[src/rtl/ecf_pkg.sv]
`default_nettype none

package ecf_pkg;

	localparam int FRAC_BITS_DEF = 8;

	localparam int AXIS_W     = 24;
	localparam int ORD_W      = 3;
	localparam int NUM_AXES   = 3;
	localparam int DIFF_W     = AXIS_W + 2;
	localparam int SUM_W      = AXIS_W + 1;
	localparam int IN_DATA_W  = 2 * NUM_AXES * AXIS_W;
	localparam int IN_USER_W  = ORD_W;
	localparam int OUT_DATA_W = NUM_AXES * AXIS_W;
	localparam int OUT_USER_W = 1;
	localparam int NUM_STAGES = 9;

	localparam logic [ORD_W-1:0] ORD_XYZ = 3'd0;
	localparam logic [ORD_W-1:0] ORD_XZY = 3'd1;
	localparam logic [ORD_W-1:0] ORD_YXZ = 3'd2;
	localparam logic [ORD_W-1:0] ORD_YZX = 3'd3;
	localparam logic [ORD_W-1:0] ORD_ZXY = 3'd4;
	localparam logic [ORD_W-1:0] ORD_ZYX = 3'd5;

	localparam logic [1:0] AXIS_X = 2'd0;
	localparam logic [1:0] AXIS_Y = 2'd1;
	localparam logic [1:0] AXIS_Z = 2'd2;

	typedef logic signed [AXIS_W-1:0] angle_t;
	typedef logic signed [SUM_W-1:0]  sum_t;
	typedef logic signed [DIFF_W-1:0] diff_t;
	typedef logic [ORD_W-1:0]         order_t;
	typedef logic [1:0]               axis_t;

	localparam sum_t ANGLE_MAX = sum_t'((2 ** (AXIS_W - 1)) - 1);
	localparam sum_t ANGLE_MIN = sum_t'(-(2 ** (AXIS_W - 1)));

	function automatic axis_t mid_axis(order_t ord);
		axis_t a;
		case (ord)
			ORD_XYZ: a = AXIS_Y;
			ORD_XZY: a = AXIS_Z;
			ORD_YXZ: a = AXIS_X;
			ORD_YZX: a = AXIS_Z;
			ORD_ZXY: a = AXIS_X;
			ORD_ZYX: a = AXIS_Y;
			default: a = AXIS_X;
		endcase
		return a;
	endfunction

	function automatic logic has_flip(order_t ord);
		return ord <= ORD_ZYX;
	endfunction

	function automatic angle_t sat_angle(sum_t v);
		angle_t r;
		if (v > ANGLE_MAX) begin
			r = angle_t'(ANGLE_MAX);
		end else if (v < ANGLE_MIN) begin
			r = angle_t'(ANGLE_MIN);
		end else begin
			r = angle_t'(v);
		end
		return r;
	endfunction

endpackage

`default_nettype wire

[src/rtl/ecf_ctrl.sv]
`default_nettype none

module ecf_ctrl
	import ecf_pkg::*;
(
	input  logic                  clk,
	input  logic                  arst_n,
	input  logic                  s_tvalid,
	output logic                  s_tready,
	output logic                  m_tvalid,
	input  logic                  m_tready,
	output logic [NUM_STAGES-1:0] en
);

	logic [NUM_STAGES-1:0] vld_q;

	// a stage loads when empty or when the next one loads
	always_comb begin
		en[NUM_STAGES-1] = !vld_q[NUM_STAGES-1] || m_tready;
		for (int k = NUM_STAGES - 2; k >= 0; k--) begin
			en[k] = !vld_q[k] || en[k+1];
		end
	end

	always_ff @(posedge clk or negedge arst_n) begin
		if (!arst_n) begin
			vld_q <= '0;
		end else begin
			if (en[0]) begin
				vld_q[0] <= s_tvalid;
			end
			for (int k = 1; k < NUM_STAGES; k++) begin
				if (en[k]) begin
					vld_q[k] <= vld_q[k-1];
				end
			end
		end
	end

	assign s_tready = en[0];
	assign m_tvalid = vld_q[NUM_STAGES-1];

	a_full_stall: assert property (@(posedge clk) disable iff (!arst_n)
		(&vld_q && !m_tready) |-> !s_tready)
		else $error("full pipeline took a word while stalled");

	a_empty_take: assert property (@(posedge clk) disable iff (!arst_n)
		!vld_q[0] |-> s_tready)
		else $error("empty input stage refused a word");

	a_count: assert property (@(posedge clk) disable iff (!arst_n)
		$past(arst_n) |-> ($countones(vld_q) == $past($countones(vld_q))
			+ $past(s_tvalid && s_tready) - $past(m_tvalid && m_tready)))
		else $error("words in flight do not match accepted minus delivered");

endmodule

`default_nettype wire

[config.mk]
export PLATFORM = sky130hd
export DESIGN_NAME = ecf_ctrl
export DESIGN_NICKNAME = d
export VERILOG_FILES = /design/src/rtl/ecf_pkg.sv /design/src/rtl/ecf_ctrl.sv
export SDC_FILE = /design/constraint.sdc
export NUM_CORES = 1
export LEC_CHECK = 0
export BUFFER_PORTS_ARGS = -buffer_cell sky130_fd_sc_hd__buf_2
export CORE_AREA = 2 2 39 41
export DETAILED_ROUTE_END_ITERATION = 8
export DIE_AREA = 0 0 41 43
export HOLD_SLACK_MARGIN = 0.12
export PLACE_DENSITY = 0.53
export SYNTH_ARGS = -nofsm -noshare
export SYNTH_HDL_FRONTEND = slang
export SYNTH_SLANG_ARGS = --single-unit
export TNS_END_PERCENT = 30
[constraint.sdc]
create_clock -name clk -period 1.8 [get_ports clk]
set_clock_uncertainty 0.15 [all_clocks]
set_input_delay 0.36 -clock clk [delete_from_list [all_inputs] [get_ports clk]]
set_output_delay 0.36 -clock clk [all_outputs]
set_load 0.02 [all_outputs]
After elaboration in Yosys (flattened, before gate mapping)
Index checks and enable logic that the tools add are counted.
{"block": "word_totals", "reg_bits": 9, "input_bits": 4, "out_inout_bits": 11, "elab_cells": 27}
{"block": "classes", "reduce_logical": 18}
{"op": "$logic_not 1->1", "n": 9}
{"op": "$logic_or 1x1->1", "n": 9}

Depth between registers and ports, before layout
{"block": "logic_depth", "depth_word": 10, "ltp_mapped": 5, "depth_no_buf": 2}

Least setup slack after synthesis
OpenSTA, ideal clock, no wires.
{"block": "synth_path", "path_kind": "register -> output", "startpoint": "reg vld_q[8]", "endpoint": "out en[0]", "arrival_ps": 1421, "t_required_ps": 1290, "setup_slack_ps": -131, "stages_incl_launch_ff": 6, "path_buffers": 3, "path_cell_list": "dfrtp_1 > and4b_1 > buf_6 > buf_6 > nand4_1 > buf_4"}
{"block": "synth_between", "elab_chain_cells": 10}
{"element": "start: declaration", "line_no": "ecf_ctrl.sv:15", "text": "logic [NUM_STAGES-1:0] vld_q;"}
{"element": "start signal: indexed assignment", "line_no": "ecf_ctrl.sv:34", "text": "vld_q[k] <= vld_q[k-1];"}
{"element": "$logic_not 1->1", "line_no": "ecf_ctrl.sv:19", "text": "en[NUM_STAGES-1] = !vld_q[NUM_STAGES-1] || m_tready;"}
{"element": "$logic_or 1x1->1", "line_no": "ecf_ctrl.sv:19"}
{"element": "$logic_or 1x1->1 (8 in a row)", "line_no": "ecf_ctrl.sv:21", "text": "en[k] = !vld_q[k] || en[k+1];"}
{"element": "end: declaration", "line_no": "ecf_ctrl.sv:12", "text": "output logic [NUM_STAGES-1:0] en"}
Every way passes these cells.

Worst setup path after layout
{"block": "layout_path", "startpoint": "reg vld_q[8]", "endpoint": "out s_tready"}
{"block": "layout_between", "elab_chain_cells": 10}
{"element": "$logic_not 1->1", "line_no": "ecf_ctrl.sv:19"}
{"element": "$logic_or 1x1->1", "line_no": "ecf_ctrl.sv:19"}
{"element": "$logic_or 1x1->1 (8 in a row)", "line_no": "ecf_ctrl.sv:21"}
{"element": "end: declaration", "line_no": "ecf_ctrl.sv:9", "text": "output logic s_tready,"}
Every way passes these cells.

==> impl_table.tex <==
\begin{tabular}{lr}
\hline
Metric & Value \\
\hline
\multicolumn{2}{l}{\textbf{STA}} \\
\quad Tightest slew margin relative to the limit & 0.860 \\
\quad Worst Tran Pin Value & 209 ps \\
\quad Number of hold-slack violations in the final timing report & 0 \\
\quad Final count of pins violating max slew & 0 \\
\quad Endpoints failing setup & 0 \\
\quad Post-layout minimum cycle time & 1750 ps \\
\quad Final worst-path setup slack & 51.6 ps \\
\quad Unrepaired setup endpoints after global routing & true \\
\quad Highest clock frequency the design can meet & 0.572 GHz \\
\quad Fraction of the cycle the final worst path needs & 0.971 \\
\quad Hold Slack & 139 ps \\
\multicolumn{2}{l}{\textbf{Logic synthesis}} \\
\quad Netlist cell types & 16 \\
\quad Mean area per synthesized cell & 12.1 um2 \\
\quad Synth warn & 0 \\
\quad Synth Instances & 33 \\
\quad Number of flip-flops and latches in the synthesized netlist & 9 \\
\quad Net count after synthesis & 37 \\
\quad Part of the Yosys area used for sequential elements & 0.566 \\
\quad Summed instance area of the synthesized netlist & 398 um2 \\
\multicolumn{2}{l}{\textbf{Global routing}} \\
\quad Overall overflow remaining after global route & 0 \\
\quad Pin count of the biggest net entering global routing & 13 \\
\quad Global-route wire length before repair & 1.18 mm \\
\quad Number of antenna violations at the first check in global routing & 0 \\
\quad Via count of the first global-routing pass & 289 \\
\quad Overall routing resource usage & 0.106 \\
\multicolumn{2}{l}{\textbf{Layout}} \\
\quad Antenna diode count & 0 \\
\quad Flip-flop count of the largest register after layout & 9 \\
\quad Register cell area after layout & 228 um2 \\
\quad Post-Layout Cell Count & 68 \\
\quad Register name with the most flops & vld\_q \\
\quad Filler instances & 143 \\
\quad Final std cell area, no fill & 532 um2 \\
\quad Area of the multi-input gates & 151 um2 \\
\quad Area growth from synthesis to layout & 33.6\% \\
\quad Fraction of final layout cells sized beyond drive strength 1 & 0.519 \\
\quad Registers with the most flip-flops & vld\_q (9) \\
\quad Final \#Nets & 57 \\
\multicolumn{2}{l}{\textbf{Floorplanning}} \\
\quad Vertical die dimension & 43 um \\
\quad Horizontal die dimension & 41 um \\
\quad Row cnt & 14 \\
\quad Count of boundary I/O pins & 15 \\
\quad Core area & 1380 um2 \\
\quad DIE AREA & 1760 um2 \\
\quad Initial cell density of the core & 0.288 \\
\multicolumn{2}{l}{\textbf{Clock network}} \\
\quad Number of buffers created by CTS & 3 \\
\quad Clock transition at the register clock pins on the worst setup and hold paths after CTS & 60 ps \\
\quad TritonCTS clock tree & done \\
\quad Worst-skew pair later-pin latency & 270 ps \\
\quad Number of levels in the clock H-tree & 1 \\
\quad Clk sink count & 9 \\
\quad Root cell of the clock tree & sky130\_fd\_sc\_hd\_\_clkbuf\_4 \\
\quad Maximum count of clock buffers along a single path & 2 \\
\multicolumn{2}{l}{\textbf{Placement}} \\
\quad Sum of net half-perimeters after detailed placement & 537 um \\
\quad Port bufs & 14 \\
\quad Cell count after placement & 62 \\
\quad Post-place instance area & 477 um2 \\
\quad Post-place setup slack & 3.21 ps \\
\quad Final RePlAce weighted congestion & 0.666 \\
\multicolumn{2}{l}{\textbf{Route}} \\
\quad First-pass DRT Iterations & 2 \\
\quad Average vias per placed instance & 4.76 \\
\quad Total wire length after detailed routing & 836 um \\
\quad Initial DRC Count & 1 \\
\quad Overall via count from detail\_route & 324 \\
\quad Detailed-route DRC error count & 0 \\
\quad Number of routed nets with antenna violations & 0 \\
\quad Wire per inst & 12.3 um \\
\multicolumn{2}{l}{\textbf{Setup path}} \\
\quad Data required time at the worst endpoint & 1290 ps \\
\quad Kind of end point of the critical path & primary output \\
\quad Setup CP Type & flip-flop to primary output \\
\quad Critical path launch point type & flip-flop \\
\quad Number of cell instances on the worst register-to-register path & 3 \\
\quad Arrival time of the worst setup path & 1240 ps \\
\quad Largest fanout on the critical path & 6 \\
\multicolumn{2}{l}{\textbf{Pwr}} \\
\quad Max IR drop VDD & 0.000525 V \\
\quad Comb pwr share & 0.333 \\
\quad Power per cell area & 1220 nW/um2 \\
\quad Share of total power consumed by net switching & 0.346 \\
\quad Power share of the clock group & 0.245 \\
\quad Net switching power & 224 uW \\
\quad Leak Pwr & 0.235 nW \\
\quad Internal power consumption & 423 uW \\
\quad Sequential fraction of design power & 0.422 \\
\multicolumn{2}{l}{\textbf{Run}} \\
\quad \# Max-Cap Violations & 0 \\
\multicolumn{2}{l}{\textbf{Outcome}} \\
\quad Status & finished clean \\
\multicolumn{2}{l}{\textbf{Hold path}} \\
\quad Cell depth of the worst hold path & 2 \\
\quad Worst min-delay path class & primary input to flip-flop \\
\hline
\end{tabular}
cell usage after synthesis:
master                     instances  area [um2]
sky130_fd_sc_hd__a21o_1            2        15.0
sky130_fd_sc_hd__a31o_2            2        17.5
sky130_fd_sc_hd__a41o_1            2        20.0
sky130_fd_sc_hd__and4_1            1        8.76
sky130_fd_sc_hd__and4b_1           1        10.0
sky130_fd_sc_hd__buf_2             1        5.00
sky130_fd_sc_hd__buf_4             1        7.51
sky130_fd_sc_hd__buf_6             2        22.5
sky130_fd_sc_hd__dfrtp_1           9         225
sky130_fd_sc_hd__inv_1             1        3.75
sky130_fd_sc_hd__nand2_1           2        7.51
sky130_fd_sc_hd__nand2b_1          3        18.8
sky130_fd_sc_hd__nand3_1           2        10.0
sky130_fd_sc_hd__nand3b_1          1        7.51
sky130_fd_sc_hd__nand4_1           2        12.5
sky130_fd_sc_hd__or2_1             1        6.26
cell families (layout without fill, tap and decap cells):
logic type,after synthesis,after routing,synth area share
compound gates,6,6,0.132
buf+inv,5,23,0.0975
flops,9,9,0.566
simple gates,13,14,0.204
metrics by stage:
step / power (mW) / utilization / TNS [ps]
3_3_place_gp: 0.468 / 0.344 / -6.27
5_1_grt: 0.697 / 0.384 / -51.0
4_1_cts: 0.642 / 0.375 / 0
3_5_place_dp: 0.468 / 0.344 / 0
2_1_floorplan: 0.414 / - / -66.0
6_report: 0.647 / 0.384 / 0
worst max-delay path, stage by stage, from the launching register on:
cell	delay [ps]
sky130_fd_sc_hd__dfrtp_2	400
sky130_fd_sc_hd__and4b_4	280
sky130_fd_sc_hd__nand4_1	110
sky130_fd_sc_hd__buf_2	180
power by group through the flow:
stage	Clock [mW]	Sequential, mW	Combinational [mW]
final	0.159	0.273	0.215
after global routing	0.186	0.277	0.235
after CTS	0.162	0.268	0.212
after detailed placement	0	0.269	0.199
after global placement	0	0.270	0.199
after floorplan	0	0.272	0.142
worst paths after layout:
check / start / to / slack, ps
setup / recovery: vld_q[8] / s_tready / 50
hold / removal: s_tvalid / vld_q[0] / 140
setup reg to reg: vld_q[8] / vld_q[3] / 460
hold reg to reg: vld_q[2] / vld_q[3] / 330
max in group asynchronous: arst_n / vld_q[4] / 990
min in group asynchronous: arst_n / vld_q[5] / 320
layout by cell type (no fill, tap or decap), types with 2 or more instances in the layout:
| cell type | instances |
|---|---|
| sky130_fd_sc_hd__buf_2 | 14 |
| sky130_fd_sc_hd__dfrtp_1 | 7 |
| sky130_fd_sc_hd__nand2b_1 | 3 |
| sky130_fd_sc_hd__clkbuf_4 | 3 |
| sky130_fd_sc_hd__buf_4 | 3 |
| sky130_fd_sc_hd__nand2_1 | 2 |
| sky130_fd_sc_hd__nand3_1 | 2 |
| sky130_fd_sc_hd__nand4_1 | 2 |
| sky130_fd_sc_hd__a41o_1 | 2 |
| sky130_fd_sc_hd__a31o_2 | 2 |
| sky130_fd_sc_hd__a21o_1 | 2 |
| sky130_fd_sc_hd__dfrtp_2 | 2 |
cell type report:
class	instances	share of cell area
multi-input cells	20	0.285
repair buffers	18	0.193
inverters	1	0.00706
clock buffers	4	0.0494
well taps	16	0.0376
flip-flops and latches	9	0.428
per-layer routing:
| layer | share of wire | vias up | wire length (um) | track usage |
|---|---|---|---|---|
| li1 | - | 158 | - | - |
| met1 | 0.43 | 149 | 362 | 0.104 |
| met3 | 0.075 | 5 | 63 | 0.0785 |
| met5 | 0 | - | 0 | 0 |
| met2 | 0.46 | 12 | 383 | 0.163 |
| met4 | 0.032 | 0 | 27 | 0.0400 |
what timing repair did:
action	4_1_cts	5_1_grt
gates cloned	0	1
endpoints found under the setup margin	8	4
hold buffers	1	0
hold endpoints to repair	9	0
buffers inserted	0	0
resized for setup	4	1
Power figures use the tool's default switching activity.
