--- config.mk ---
export PLATFORM = sky130hd
export DESIGN_NAME = ecf_mod_turn
export DESIGN_NICKNAME = d
export VERILOG_FILES = /design/src/rtl/ecf_pkg.sv /design/src/rtl/ecf_mod_turn.sv
export SDC_FILE = /design/constraint.sdc
export NUM_CORES = 1
export LEC_CHECK = 0
export BUFFER_PORTS_ARGS = -buffer_cell sky130_fd_sc_hd__buf_2
export CORE_UTILIZATION = 54
export CTS_CLUSTER_SIZE = 10
export DETAILED_ROUTE_END_ITERATION = 12
export PLACE_DENSITY = 0.72
export SLEW_MARGIN = 20
export SYNTH_ARGS = -nofsm -noshare
export SYNTH_HDL_FRONTEND = slang
export SYNTH_SLANG_ARGS = --single-unit
--- constraint.sdc ---
create_clock -name clk -period 10.4 [get_ports clk]
set_input_delay 0.52 -clock clk [delete_from_list [all_inputs] [get_ports clk]]
set_output_delay 0.52 -clock clk [all_outputs]
set_load 0.01 [all_outputs]
--- src/rtl/ecf_pkg.sv ---
`default_nettype none

package ecf_pkg;

	localparam int FRAC_BITS_DEF = 8;

	localparam int AXIS_W     = 24;
	localparam int ORD_W      = 3;
	localparam int NUM_AXES   = 3;
	localparam int DIFF_W     = AXIS_W + 2;
	localparam int SUM_W      = AXIS_W + 1;
	localparam int IN_DATA_W  = 2 * NUM_AXES * AXIS_W;
	localparam int IN_USER_W  = ORD_W;
	localparam int OUT_DATA_W = NUM_AXES * AXIS_W;
	localparam int OUT_USER_W = 1;
	localparam int NUM_STAGES = 9;

	localparam logic [ORD_W-1:0] ORD_XYZ = 3'd0;
	localparam logic [ORD_W-1:0] ORD_XZY = 3'd1;
	localparam logic [ORD_W-1:0] ORD_YXZ = 3'd2;
	localparam logic [ORD_W-1:0] ORD_YZX = 3'd3;
	localparam logic [ORD_W-1:0] ORD_ZXY = 3'd4;
	localparam logic [ORD_W-1:0] ORD_ZYX = 3'd5;

	localparam logic [1:0] AXIS_X = 2'd0;
	localparam logic [1:0] AXIS_Y = 2'd1;
	localparam logic [1:0] AXIS_Z = 2'd2;

	typedef logic signed [AXIS_W-1:0] angle_t;
	typedef logic signed [SUM_W-1:0]  sum_t;
	typedef logic signed [DIFF_W-1:0] diff_t;
	typedef logic [ORD_W-1:0]         order_t;
	typedef logic [1:0]               axis_t;

	localparam sum_t ANGLE_MAX = sum_t'((2 ** (AXIS_W - 1)) - 1);
	localparam sum_t ANGLE_MIN = sum_t'(-(2 ** (AXIS_W - 1)));

	function automatic axis_t mid_axis(order_t ord);
		axis_t a;
		case (ord)
			ORD_XYZ: a = AXIS_Y;
			ORD_XZY: a = AXIS_Z;
			ORD_YXZ: a = AXIS_X;
			ORD_YZX: a = AXIS_Z;
			ORD_ZXY: a = AXIS_X;
			ORD_ZYX: a = AXIS_Y;
			default: a = AXIS_X;
		endcase
		return a;
	endfunction

	function automatic logic has_flip(order_t ord);
		return ord <= ORD_ZYX;
	endfunction

	function automatic angle_t sat_angle(sum_t v);
		angle_t r;
		if (v > ANGLE_MAX) begin
			r = angle_t'(ANGLE_MAX);
		end else if (v < ANGLE_MIN) begin
			r = angle_t'(ANGLE_MIN);
		end else begin
			r = angle_t'(v);
		end
		return r;
	endfunction

endpackage

`default_nettype wire

--- src/rtl/ecf_mod_turn.sv ---
`default_nettype none

module ecf_mod_turn
	import ecf_pkg::*;
#(
	parameter int FRAC_BITS = FRAC_BITS_DEF,
	localparam int EW = FRAC_BITS + 9
)(
	input  logic          clk,
	input  logic          en_a,
	input  logic          en_b,
	input  diff_t         x,
	output logic [EW-1:0] e
);

	localparam int SH   = FRAC_BITS + 3;
	localparam int MW   = DIFF_W - SH;
	localparam int BIAS = 45 * (((1 << (MW - 1)) / 45) + 1);
	localparam int UW   = MW + 1;
	localparam int K    = UW + 6;
	localparam int RW   = K - 5;
	localparam int QW   = UW - 5;
	localparam longint RECIP = ((longint'(1) << K) / 45) + 1;
	localparam logic [RW-1:0] RECIP_V = RW'(RECIP);
	localparam logic [UW-1:0] DIVISOR = UW'(45);

	logic signed [MW-1:0] m;
	logic [UW-1:0]        mu;
	logic [UW+RW-1:0]     prod;
	logic [QW-1:0]        q_s2;
	logic [UW-1:0]        mu_s2;
	logic [SH-1:0]        lo_s2;
	logic [UW-1:0]        rem;
	logic [EW-1:0]        e_s3;

	// floor shift, then bias into positive range by a multiple of 45
	assign m    = MW'(x >>> SH);
	assign mu   = UW'(m) + UW'(BIAS);
	assign prod = (UW+RW)'(mu) * (UW+RW)'(RECIP_V);

	always_ff @(posedge clk) begin
		if (en_a) begin
			q_s2  <= prod[K +: QW];
			mu_s2 <= mu;
			lo_s2 <= x[SH-1:0];
		end
	end

	assign rem = mu_s2 - UW'(q_s2) * DIVISOR;

	always_ff @(posedge clk) begin
		if (en_b) begin
			e_s3 <= {rem[5:0], lo_s2};
		end
	end

	assign e = e_s3;

endmodule

`default_nettype wire

* Word-level counts from Yosys, hierarchy flattened
Cells that the tools add are included.
** Word-level totals
- Register bits after elaboration :: 45
** Operators by class
- Multiply operators :: 2
- $add $sub $neg :: 2
** Operator list (number)
- 16-bit by 17-bit multiplier with 33-bit output (second input constant) :: 1
- 15-bit by 16-bit adder with 16-bit output (second input constant) :: 1
- 11-bit by 6-bit multiplier with 6-bit output (second input constant) :: 1
- 6-bit subtractor :: 1

* Longest topological paths before layout
Gate-level depths: netlist of run 1.
- Word-level depth :: 2
- Mapped depth :: 25
- Gate-level depth less buffers :: 25

* Worst setup path after synthesis of run 1
Ideal clock, no wire load.
- Kind :: input to register
- Start :: input port x[11]
- End :: register q_s2[3] (data pin)
- Data required time :: 10.141 ns
- Stages :: 23
- Path slack :: 4.109 ns
- Path buffers :: 0
- Arrival time :: 6.032 ns
- Path through :: ha_1 -> a21oi_1 -> nor2b_1 -> o211ai_1 -> a21oi_1 -> o21a_1 -> ha_1 -> inv_1 -> fa_1 -> inv_1 -> fa_1 -> inv_1 -> fa_1 -> fa_1 -> fa_1 -> inv_1 -> ha_1 -> nand3_1 -> nor2_1 -> o221ai_1 -> a32oi_1 -> nor2_1 -> a211o_1
** Between the ends
- Longest elaborated chain between the ends :: 2
** RTL lines
- from (decl) :: RTL line ecf_mod_turn.sv:12 : input diff_t x,
- 15-bit by 16-bit adder with 16-bit output :: RTL line ecf_mod_turn.sv:38 : assign mu = UW'(m) + UW'(BIAS);
- 16-bit by 17-bit multiplier with 33-bit output :: RTL line ecf_mod_turn.sv:39 : assign prod = (UW+RW)'(mu) * (UW+RW)'(RECIP_V);
- named net prod[25] :: RTL line ecf_mod_turn.sv:29 : logic [UW+RW-1:0] prod;
- to (signal assigned) :: RTL line ecf_mod_turn.sv:43 : q_s2 <= prod[K +: QW];
- to (decl) :: RTL line ecf_mod_turn.sv:30 : logic [QW-1:0] q_s2;
The timed path passes the listed nets, and every way through them passes these cells.
A chain may end at the register's enable or synchronous reset.

* Final worst setup path of run 1
- Start :: input port x[12]
- End :: register q_s2[3] (data pin)
Same word-level chain as after synthesis.

==> impl_metrics.env, run 1 <==
export IMPL_startpoint_type="primary input"
export IMPL_synthMostInstantiatedCell="inv_1"
export IMPL_timing_final_max_slew_violations=0
export IMPL_wl_per_cell_um=15.7
export IMPL_synth_ff_latch_count=40
export IMPL_drive_gt1_frac=0.110
export IMPL_routed_via_count=3870
export IMPL_yosys_area_share_adder=0.533
export IMPL_crit_path_end_kind="register"
export IMPL_post_synth_and_or_nand_nor_area_fraction=0.0380
export IMPL_ys_flop_type="edfxtp_1"
export IMPL_cts_tree="yes"
export IMPL_global_route_overflow_total=0
export IMPL_syn_area_um2=6030
export IMPL_drcViolationCount=0
export IMPL_achievable_frequency_mhz=153
export IMPL_critPathSlowestCell="fa_1"
export IMPL_grt_start_max_net_pins=24
export IMPL_ctsLongestPathBuffers=2
export IMPL_ctsHtreeMaxLevel=2
export IMPL_synth_yosys_seq_area_share=0.199
export IMPL_post_dp_hpwl_mm=10.6
export IMPL_netlist_top_cells_count="inv_1 (170), ha_1 (129), fa_1 (80)"
export IMPL_synth_warning_count=0
export IMPL_initial_utilization=0.556
export IMPL_report_final_setup_viol=0
export IMPL_syn2layout_area_growth_pct=8.86
export IMPL_path_common_cell="fa_1"
export IMPL_detail_route_iter0_violations=168
export IMPL_ioPinCount=46
export IMPL_fin_crit_ps=6540
export IMPL_dieHeight_um=108
export IMPL_horiz_die_dim_um=108
export IMPL_worst_slew_pin_transition_ps=1050
export IMPL_max_cap_violations=0
export IMPL_synth_compound_area_frac=0.0631
export IMPL_synth_top_family_by_area="adder cells"
export IMPL_worstSetupPathType="in -> reg"
export IMPL_crit_arrival_ps=6580
export IMPL_synth_enable_flop_cells=40
export IMPL_finalNetCount=848
export IMPL_cts_root_buf="clkbuf_8"
export IMPL_antenna_cells=0
export IMPL_drt_pre_antenna_iters=4
export IMPL_run_status="complete, no violations"
export IMPL_worstHoldPathType="in -> reg"
export IMPL_clock_latency_ps=290
export IMPL_cts_hold_repair_buffers=0
export IMPL_layout_worst_path_cycle_share=0.629
export IMPL_syn_area_per_cell_um2=10.8
export IMPL_clkSinkCount=40
export IMPL_cp_data_required_time_ps=10440
export IMPL_global_routing_usage_summed_across_all_routing_layers=0.228
export IMPL_yosysTopAreaCellShare=0.268
export IMPL_floorplan_die_area_um2=11600
export IMPL_global_placer_s_final_weighted_congestion=0.939
export IMPL_worst_path_maximum_fanout=6
export IMPL_number_of_nets_produced_by_synthesis=795
export IMPL_r2r_slack_ps=7620
export IMPL_rows=38
export IMPL_place_port_buffers=45
export IMPL_cts_inserted_buffers=5
export IMPL_coreArea_um2=10800
export IMPL_netlist_instances=557
export IMPL_post_cts_setup_buffers=0
export IMPL_yosysUniqueCellTypes=41
export IMPL_synth_top_area_cell="ha_1"
export IMPL_timing_max_slew_rel_slack=0.301
export IMPL_post_drt_via_cell_ratio=5.15
export IMPL_path_clk_slew_ps=80
export IMPL_clock_skew_ps=9.37
export IMPL_synth_async_sr_flop_share=0
export IMPL_cp_slowest_stage_delay_ps=540
export IMPL_setup_repair_after_global_routing_missed_its_margin="no"
export IMPL_path_cells="buf_2 -> ha_1 -> a21oi_1 -> nor2b_1 -> o211ai_1 -> a21oi_1 -> o21a_1 -> ha_1 -> inv_1 -> fa_1 -> inv_1 -> fa_1 -> inv_1 -> fa_1 -> fa_1 -> fa_1 -> inv_1 -> ha_1 -> nand3_1 -> nor2_1 -> o221ai_1 -> a32oi_1 -> nor2_1 -> a211o_1"
export IMPL_path_delay_family="adder cells"
export IMPL_global_route_wire_length_before_repair_mm=20.0
export IMPL_route_final_wire_length_mm=11.8
export IMPL_cts_resized=0
export IMPL_vias_in_the_first_global_route=4337
export IMPL_yosys_mux_area_fraction=0.00353
export IMPL_postRouteAntennaNets=0
export IMPL_hold_viol_final=0
export IMPL_xor_xnor_share_of_the_synthesized_area=0.0566
export IMPL_antenna_found_initial=0
export IMPL_worstPathBufferInverterCount=5
export IMPL_tns_ps=0
export IMPL_ranking_of_synthesized_cells_by_area="ha_1 (27%), fa_1 (27%), edfxtp_1 (20%)"
routing by layer:
metal  routed length (µm)  global-route usage  up-vias  share of wire
li1                     -                   -     1878              -
met2                 6180               0.426       87           0.52
met3                  402              0.0303       28          0.034
met1                 4860               0.264     1877           0.41
met4                  357              0.0841        0          0.030
met5                    0                   0        -              0
layout make-up:
class | count | area (µm²)
Clock buffer | 5 | 68.8
Inverter | 170 | 638
Clock inverter | 3 | 46.3
Multi-Input combinational cell | 346 | 4200
Sequential cell | 40 | 1200
Timing Repair Buffer | 47 | 240
Tap cell | 140 | 175
Fill cell | 925 | 4280
path summary, 6_finish.rpt:
path / startpoint / cells past startpoint / to
max: x[12] / 24 / q_s2[3]
min: x[9] / 1 / lo_s2[9]
max reg2reg: q_s2[2] / 10 / e[16]
min reg2reg: lo_s2[2] / 0 / e[2]
through the flow:
| stage | cells | cell area [µm²] | setup WS [ps] | utilization | hold slack, ps |
|---|---|---|---|---|---|
| after floorplan | 557 | 6030 | 4110 | - | 400 |
| after global placement | 743 | 6440 | 3670 | 0.594 | 401 |
| after detailed placement | 743 | 6450 | 3610 | 0.595 | 406 |
| after CTS | 751 | 6570 | 3890 | 0.606 | 386 |
| after global routing | 751 | 6570 | 3430 | 0.606 | 383 |
| final | 751 | 6570 | 3860 | 0.606 | 396 |
cells in the final DEF (no fill, tap or decap), types with 9 or more instances in the layout:
master    synthesis  layout
xnor2_1          31      30
fa_1             80      80
edfxtp_1         40      40
a21oi_1          13      13
buf_2             0      45
nor2_1           12      12
a21o_1            9       9
ha_1            129     129
inv_1           170     170
flip-flops by register name, indices dropped and copies added (netlist names):
register / flops
e: 17
lo_s2: 11
mu_s2: 6
q_s2: 6
cell families (layout without fill, tap and decap cells):
| kind of cell | count (synthesis) | in the layout |
|---|---|---|
| AND/OR/NAND/NOR | 42 | 42 |
| adder cells (fa/ha/maj) | 209 | 209 |
| flip-flops | 40 | 40 |
| buffers and inverters | 171 | 225 |
| XOR/XNOR | 39 | 39 |
| multiplexers | 2 | 2 |
| AO/OA/AOI/OAI | 54 | 54 |
Power of run 1 is left out: the tool's default activity adds up to more than one toggle a clock period on the data nets, which glitch-free logic cannot reach.
==> inputs of run 2 (changes only) <==
clock period = 6.3 ns   (was 10.4 ns; I/O delays follow)
==> run 2 against run 1 <==
Net effect:
- routed wire length grew 1.7%
- setup slack worse by 3600 ps
- non-clock buffer count is 34 higher
- flip-flop and latch count stayed put
- largest cell class unchanged
==> impl_metrics.env, run 2 (synthesized netlist as in run 1, its figures left out) <==
export IMPL_fin_area_um2=6830
export IMPL_cts_tree="yes"
export IMPL_ctsHtreeMaxLevel=2
export IMPL_dieHeight_um=108
export IMPL_antenna_cells=0
export IMPL_cts_hold_repair_buffers=0
export IMPL_min_to="lo_s2[8]"
export IMPL_layout_worst_path_cycle_share=0.957
export IMPL_cts_root_buf="clkbuf_8"
export IMPL_global_route_overflow_total=0
export IMPL_rr_startpoint="q_s2[2]"
export IMPL_finalNetCount=882
export IMPL_global_routing_usage_summed_across_all_routing_layers=0.229
export IMPL_multiInputGateArea_um2=4210
export IMPL_initial_utilization=0.556
export IMPL_ctsLongestPathBuffers=2
export IMPL_worstRegToRegCells=10
export IMPL_timing_max_slew_rel_slack=0.560
export IMPL_placedInstanceArea_um2=6690
export IMPL_startpoint_type="primary input"
export IMPL_path_clk_slew_ps=80
export IMPL_horiz_die_dim_um=108
export IMPL_layout_commonest_cell="inv_1"
export IMPL_achievable_frequency_mhz=166
export IMPL_rows=38
export IMPL_postRouteAntennaNets=0
export IMPL_worst_path_maximum_fanout=4
export IMPL_clock_skew_ps=6.54
export IMPL_antenna_found_initial=0
export IMPL_hold_path_startpoint="x[8]"
export IMPL_coreArea_um2=10800
export IMPL_report_final_setup_viol=0
export IMPL_timing_final_max_slew_violations=0
export IMPL_worstSetupPathType="in -> reg"
export IMPL_wl_per_cell_um=15.3
export IMPL_place_port_buffers=45
export IMPL_drcViolationCount=0
export IMPL_worst_slew_pin_transition_ps=658
export IMPL_drive_gt1_frac=0.161
export IMPL_crit_path_end_kind="register"
export IMPL_syn2layout_area_growth_pct=13.3
export IMPL_seq_area_um2=1200
export IMPL_drt_pre_antenna_iters=4
export IMPL_detail_route_iter0_violations=102
export IMPL_clock_latency_ps=290
export IMPL_clkSinkCount=40
export IMPL_worstHoldPathType="in -> reg"
export IMPL_cts_inserted_buffers=5
export IMPL_n_fill_cell=901
export IMPL_run_status="complete, no violations"
export IMPL_post_dp_hpwl_mm=10.9
export IMPL_grt_start_max_net_pins=24
export IMPL_largest_register_ff_count=17
export IMPL_reg2reg_to="e[16]"
export IMPL_tns_ps=0
export IMPL_hold_path_depth=1
export IMPL_floorplan_die_area_um2=11600
export IMPL_global_route_wire_length_before_repair_mm=20.1
export IMPL_routed_via_count=4022
export IMPL_hold_viol_final=0
export IMPL_r2r_slack_ps=3550
export IMPL_most_common_layout_cells="inv_1 (170), ha_1 (129), fa_1 (79)"
export IMPL_crit_arrival_ps=6070
export IMPL_max_cap_violations=0
export IMPL_global_placer_s_final_weighted_congestion=0.890
export IMPL_route_final_wire_length_mm=12.0
export IMPL_post_drt_via_cell_ratio=5.12
export IMPL_cp_data_required_time_ps=6340
export IMPL_fin_crit_ps=6030
export IMPL_ioPinCount=46
export IMPL_vias_in_the_first_global_route=4379
-- run 2: critical path: stages --
cell and delay, ps:
buf_2 110, ha_1 180, a21oi_2 70, nor2b_1 150
o211ai_1 160, buf_4 180, nor3_1 130, a21oi_1 90
o21a_1 200, ha_1 270, inv_1 50, fa_1 520
inv_1 50, fa_1 530, inv_1 60, fa_1 500
fa_1 510, fa_1 540, inv_1 40, ha_1 290
nand3_1 100, nor2_1 180, o221ai_2 150, a32oi_2 320
nor2_1 80, a211o_1 270
-- run 2: timing repair --
item / 4_1_cts / 5_1_grt
setup buffers: 0 / 1
gates resized for setup: 0 / 5
setup endpoints to repair: 0 / 5
hold endpoints to repair: 0 / 0
-- run 2: metal layers --
| layer | track usage | up-vias | routed length (µm) |
|---|---|---|---|
| met5 | 0 | - | 0 |
| met4 | 0.0646 | 0 | 325 |
| met3 | 0.0169 | 24 | 310 |
| met2 | 0.430 | 69 | 6410 |
| met1 | 0.278 | 1985 | 4960 |
| li1 | - | 1944 | - |
-- run 2: how the worst max path moves through the flow --
stage	startpoint	to	slack [ps]	cells past startpoint
global placement	x[12]	q_s2[3]	-20	24
finish	x[12]	q_s2[3]	270	26
global route	x[12]	q_s2[3]	-8	26
floorplan	x[11]	q_s2[3]	210	23
CTS	x[12]	q_s2[3]	130	24
detailed placement	x[12]	q_s2[3]	-140	24
-- run 2: layout make-up --
class / count / area share
multi-input combinational: 346 / 0.616
sequential: 40 / 0.176
inverter: 170 / 0.0934
timing repair buffer: 81 / 0.0725
tap: 140 / 0.0256
clock buffer: 5 / 0.0101
clock inverter: 3 / 0.00622
-- run 2: metrics by stage --
stage	cells	utilization	hold slack, ps	setup WS, ps
4_1_cts	784	0.627	183	135
2_1_floorplan	557	-	400	214
3_3_place_gp	776	0.617	402	-23.1
3_5_place_dp	776	0.617	415	-145
5_1_grt	785	0.630	182	-8.00
6_report	785	0.630	195	270
Power of run 2 is left out for the same reason.
